[src/rtl/lpe_pkg.sv]
// shared constants, types and the fixed point product for the legendre unit
// no dependencies
package lpe_pkg;

  localparam int FRAC_BITS  = 30;
  localparam int MAX_TERMS  = 64;
  localparam int DERIV_BITS = 47;
  localparam int DIV_W      = 67;
  localparam int REM_W      = 31;
  localparam int STEP_W     = 7;

  localparam logic [STEP_W-1:0] P_STEPS  = 7'd38;
  localparam logic [STEP_W-1:0] D_STEPS  = 7'd67;
  localparam logic [6:0]        TC_RESET = 7'd16;
  localparam logic [6:0]        TC_MAX   = 7'(MAX_TERMS);

  localparam logic signed [31:0] ONE     = 32'sh4000_0000;
  localparam logic signed [31:0] NEG_ONE = -32'sh4000_0000;

  typedef struct packed {
    logic done;
    logic round_up;
  } lpe_div_stat_t;

  // rounded q1.30 product, ties away from zero, operands within +-1.0
  function automatic logic signed [31:0] mulq(input logic signed [31:0] a,
                                              input logic signed [31:0] b);
    logic [30:0] ma;
    logic [30:0] mb;
    logic [61:0] pr;
    logic [31:0] r;
    ma = a[31] ? 31'(-a) : a[30:0];
    mb = b[31] ? 31'(-b) : b[30:0];
    pr = ma * mb;
    r  = 32'((pr + 62'(1) * 62'h2000_0000) >> FRAC_BITS);
    return (a[31] != b[31]) ? -$signed(r) : $signed(r);
  endfunction

endpackage

[src/rtl/lpe_div.sv]
// restoring divider, one quotient bit per cycle, shared by both quotients
// depends on lpe_pkg
module lpe_div import lpe_pkg::*; (
  input  logic                clk,
  input  logic                rst,
  input  logic                start,
  input  logic [DIV_W-1:0]    dividend,
  input  logic [REM_W-1:0]    divisor,
  input  logic [STEP_W-1:0]   steps,
  output logic [DIV_W-1:0]    quot,
  output lpe_div_stat_t       stat
);

  logic              busy;
  logic              done;
  logic [STEP_W-1:0] cnt;
  logic [REM_W-1:0]  rem;
  logic [REM_W-1:0]  dsr;
  logic [REM_W:0]    cand;
  logic              ge;
  logic [REM_W-1:0]  rem_next;

  assign cand     = {rem, quot[DIV_W-1]};
  assign ge       = cand >= {1'b0, dsr};
  assign rem_next = ge ? REM_W'(cand - {1'b0, dsr}) : cand[REM_W-1:0];

  assign stat.done     = done;
  assign stat.round_up = {rem, 1'b0} >= {1'b0, dsr};

  always_ff @(posedge clk) begin
    if (rst) begin
      busy <= 1'b0;
      done <= 1'b0;
      cnt  <= '0;
    end else begin
      done <= 1'b0;
      if (start) begin
        rem  <= '0;
        quot <= dividend;
        dsr  <= divisor;
        cnt  <= steps;
        busy <= 1'b1;
      end else if (busy) begin
        rem  <= rem_next;
        quot <= {quot[DIV_W-2:0], ge};
        cnt  <= cnt - 1'b1;
        if (cnt == STEP_W'(1)) begin
          busy <= 1'b0;
          done <= 1'b1;
        end
      end
    end
  end

endmodule

[config.mk]
export PLATFORM = sky130hd
export DESIGN_NAME = lpe_div
export DESIGN_NICKNAME = d
export VERILOG_FILES = /design/src/rtl/lpe_pkg.sv /design/src/rtl/lpe_div.sv
export SDC_FILE = /design/constraint.sdc
export NUM_CORES = 1
export LEC_CHECK = 0
export BUFFER_PORTS_ARGS = -buffer_cell sky130_fd_sc_hd__clkbuf_2
export CAP_MARGIN = 20
export CORE_MARGIN = 2
export CORE_UTILIZATION = 37
export DETAILED_ROUTE_END_ITERATION = 16
export SLEW_MARGIN = 10
export SYNTH_ARGS = -nofsm -noshare
export SYNTH_HDL_FRONTEND = slang
export SYNTH_SLANG_ARGS = --single-unit
export TNS_END_PERCENT = 10
[constraint.sdc]
create_clock -name clk -period 19.6 [get_ports clk]
set_input_delay 2.94 -clock clk [delete_from_list [all_inputs] [get_ports clk]]
set_output_delay 2.94 -clock clk [all_outputs]
set_load 0.02 [all_outputs]
== After elaboration in Yosys (flattened, before gate mapping) ==
Index checks and enable logic that the tools add are counted.
Word-level totals
  flip-flop bits (word level): 138
  bits of input ports: 108
  logic and storage cells: 27
Operators by class
  $add $sub $neg: 2
  $lt $le $gt $ge: 2
  equality and inequality tests: 1
  mux-type cells: 10
  bitwise operators: 2
  reductions and logical operators: 4
Operators with widths (count)
  $mux 67: 2
  $ge 32x31->1: 2
  $mux 31: 2
  $sub 31x31->31: 1
  $mux 7: 2
  $eq 7x1->1 const B: 1
  $sub 7x1->7 const B: 1
  $mux 1: 4
  $reduce_and 2->1: 2
  $reduce_or 3->1: 1
  $not 1->1: 2
  $reduce_bool 2->1: 1

== Depth between registers and ports, before layout ==
  depth in word-level cells: 4
  mapped depth: 14
  mapped depth without buffers: 12

== Worst setup path after synthesis ==
OpenSTA, ideal clock, no wires.
  path kind: input to register
  from: input start
  to: register quot[0], enable pin
  library setup time: 0.556 ns
  arrival: 7.629 ns
  data required time: 19.044 ns
  path slack: 11.415 ns
  stages on the path: 4
  buffers on the path: 2
  cells stage by stage: clkbuf_1 clkbuf_1 nor2_1 nor2_1
On the way
  word-level cells in the longest chain between the ends: 2
Ends and longest elaborated chain
  from (decl): RTL line lpe_div.sv:6  | input logic start,
  $reduce_bool 2->1 (no source line)
  $reduce_and 2->1 (no source line)
  to (signal assigned): RTL line lpe_div.sv:39  | quot <= dividend;
  to (signal assigned): RTL line lpe_div.sv:45  | quot <= {quot[DIV_W-2:0], ge};
  to (decl): RTL line lpe_div.sv:10  | output logic [DIV_W-1:0] quot,
No other way between the ends.
A chain may end at the register's enable or synchronous reset.

==> impl_metrics.csv <==
group,metric,value,unit
synthesis,syn_inst,657,
global_routing,grt_overflow,0,
clock_tree,cts_hold_buf,0,
floorplan,design.core.area,20200,sq um
clock_tree,clock_latency,0.43,ns
synthesis,async_reset_ff_frac,0,
clock_tree,postCtsResizedCells,0,
timing,grt_setup_unrepaired,"no",
clock_tree,clk_path_buf_depth,2,
synthesis,yosysUniqueCellTypes,67,
synthesis,synthesis.nets,799,
timing,fmax,0.172,GHz
clock_tree,path_clk_slew,0.07,ns
floorplan,start_util,0.377,
floorplan,die_y,148,microns
min_path,hold_path.class,"reg -> reg",
setup_path,endpoint_kind,"primary output",
synthesis,synth_ff_type,"edfxtp_1",
timing,finalCriticalPeriod,5.80,ns
synthesis,synth-seq-cells,138,
synthesis,synth_area,7640,sq um
timing,tightest_slew,0.966,ns
setup_path,path_class,"reg -> out",
global_routing,antenna_found_initial,0,
synthesis,synth-edff-count,129,
timing,finalSetupTns,0,ns
power_and_ir_drop,powerDensity,95.8,nW/um^2
timing,slew_headroom,0.355,
timing,setup_viol,0,
place,dp_hpwl,13.3,mm
floorplan,dieWidth,148,microns
detailed_routing,num_vias,5644,
synthesis,syn_avg_cell_area,11.6,sq um
timing,hold_violations,0,
synthesis,yosysSeqAreaShare,0.531,
power_and_ir_drop,max-vdd-ir-drop,0.0526,mV
place,port_buffers,176,
power_and_ir_drop,pwr-share-comb,0.214,
clock_tree,postCtsSetupBuffers,0,
power_and_ir_drop,power,0.000896,W
global_routing,grtUsageTotal,0.177,
power_and_ir_drop,p_leak,3.93,nW
power_and_ir_drop,sw_frac_of_total,0.301,
outcome,status,"complete, no violations",
setup_path,cp.required,16.66,ns
job,maxCapViolCount,0,
final_layout,area_delta_synth_final,22.4,%
clock_tree,cts_tree,"done",
power_and_ir_drop,internal_power,0.000626,W
clock_tree,clock-sinks,138,
final_layout,diodes,0,
clock_tree,cts_made_buffers,17,
clock_tree,cts_root_buffer,"clkbuf_16",
detailed_routing,first_pass_iters,6,
floorplan,io_pins,177,
global_routing,grt_max_degree,71,
clock_tree,cts-htree-levels,4,
power_and_ir_drop,p_seq_frac,0.408,
setup_path,cp-start-kind,"flip-flop",
setup_path,cp_max_fo,10,
synthesis,synth-warning-count,0,
final_layout,fillers,1908,
final_layout,nets,966,
place,place.gp.congestion,0.806,
detailed_routing,drc_errors,0,
power_and_ir_drop,power.net_switching,0.000269,W
global_routing,grt_pass1_vias,5807,
final_layout,drive_above_1_share,0.355,
detailed_routing,wirelength,18.7,mm
global_routing,grt_first_pass_wirelength,30.3,mm
power_and_ir_drop,power_frac_clock,0.378,
detailed_routing,post_drt_wl_per_cell,16.9,microns
detailed_routing,viasPerCell,5.10,
timing,final_max_slew_viol_count,0,
setup_path,crit_arrival,2.86,ns
timing,min_period_over_period,0.296,
detailed_routing,final_antenna_net_count,0,
floorplan,num_rows,52,
floorplan,die-area,21800,sq um
timing,finalClockSkew,0.00878,ns
detailed_routing,drtIter0Drc,310,
cell usage after synthesis (3+ instances only):
master | number | share of area
o21ai_0 | 20 | 0.013
xnor2_1 | 14 | 0.016
nor3b_1 | 5 | 0.0049
nand4_1 | 7 | 0.0057
and3_1 | 4 | 0.0033
and4_1 | 5 | 0.0057
nor2b_1 | 5 | 0.0041
edfxtp_1 | 129 | 0.51
nor4_1 | 3 | 0.0025
a21o_1 | 29 | 0.029
nor2_1 | 38 | 0.019
ha_1 | 33 | 0.054
buf_6 | 5 | 0.0074
or3_1 | 4 | 0.0033
and2_1 | 3 | 0.0025
xor2_1 | 5 | 0.0057
o2111ai_1 | 3 | 0.0034
nand3b_1 | 3 | 0.0029
mux2_2 | 66 | 0.097
o211ai_1 | 4 | 0.0039
nand2b_1 | 3 | 0.0025
a21oi_1 | 60 | 0.039
dfxtp_1 | 9 | 0.024
nor3_1 | 8 | 0.0052
inv_1 | 43 | 0.021
buf_1 | 4 | 0.0020
nand2_1 | 50 | 0.025
nand3_1 | 21 | 0.014
a211oi_1 | 5 | 0.0049
clkbuf_1 | 21 | 0.010
a31oi_1 | 3 | 0.0025
cell usage in the layout, fill, tap and decap left out, drive strengths merged, types with 3 or more instances in the layout:
cell / n
a211oi: 7
a21o: 30
a21oi: 61
a31oi: 3
and2: 3
and3: 6
and4: 5
buf: 5
clkbuf: 193
dfxtp: 9
edfxtp: 129
ha: 33
inv: 52
mux2: 66
nand2: 50
nand2b: 3
nand3: 22
nand3b: 3
nand4: 7
nor2: 39
nor2b: 5
nor3: 8
nor3b: 6
nor4: 5
o2111ai: 3
o211ai: 4
o21ai: 22
or3: 5
or3b: 3
xnor2: 14
xor2: 5
path summary, 6_finish.rpt:
check,slack [ns],endpoint,start,cells after the start
setup / recovery,13.80,stat[0],rem[20],8
hold / removal,0.58,quot[49],quot[48],1
setup reg to reg,15.58,quot[0],quot[66],13
hold reg to reg,0.58,quot[49],quot[48],1
power groups by stage:
stage               clock [W]  sequential [W]  combinational (W)
floorplan                   0        0.000381           0.000133
global placement            0        0.000371           0.000191
detailed placement          0        0.000372           0.000192
CTS                  0.000346        0.000366           0.000193
global route         0.000356        0.000369           0.000214
finish               0.000339        0.000365           0.000192
worst max-delay path, cell delays in order (launching register included):
cell       delay [ns]
edfxtp_1         0.39
ha_1             0.45
a21o_4           0.28
a21o_1           0.17
a21o_1           0.19
a2111oi_2        0.40
or3_2            0.23
nand3_1          0.12
clkbuf_2         0.20
logic make-up after synthesis:
| logic type | share of synthesized area |
|---|---|
| AO/OA/AOI/OAI | 0.128 |
| XOR/XNOR | 0.0218 |
| adder cells (fa/ha/maj) | 0.0567 |
| buffers and inverters | 0.0424 |
| flip-flops | 0.531 |
| multiplexers | 0.100 |
| AND/OR/NAND/NOR | 0.120 |
final cells by class:
| cell class | instances | area, sq um | share of cell area |
|---|---|---|---|
| clock buffer | 18 | 429 | 0.0459 |
| inverter | 43 | 161 | 0.0173 |
| tap | 270 | 338 | 0.0361 |
| timing repair buffer | 180 | 913 | 0.0977 |
| clock inverter | 14 | 176 | 0.0189 |
| sequential | 138 | 4050 | 0.434 |
| multi-input combinational | 444 | 3270 | 0.350 |
registers in the layout, indices dropped and copies added, names as in the netlist:
| register | cells |
|---|---|
| quot | 67 |
| dsr | 31 |
| rem | 31 |
| cnt | 7 |
| busy | 1 |
| done | 1 |
per-stage QoR:
step	worst slack, ns	util	std cells	instance area (sq um)	hold WS (ns)
after floorplan	11.42	-	657	7640	0.535
after global placement	13.93	0.432	1075	8740	0.561
after detailed placement	13.89	0.432	1075	8740	0.566
after CTS	13.79	0.462	1107	9350	0.584
after global routing	13.62	0.462	1107	9350	0.604
final	13.80	0.462	1107	9350	0.581
per-layer routing:
layer	vias up	part of all wire	GRT usage
met2	177	0.46	0.285
li1	2801	-	-
met5	-	0	0
met3	21	0.079	0.0673
met1	2645	0.45	0.225
met4	0	0.011	0.0457
Power figures use the tool's default switching activity.
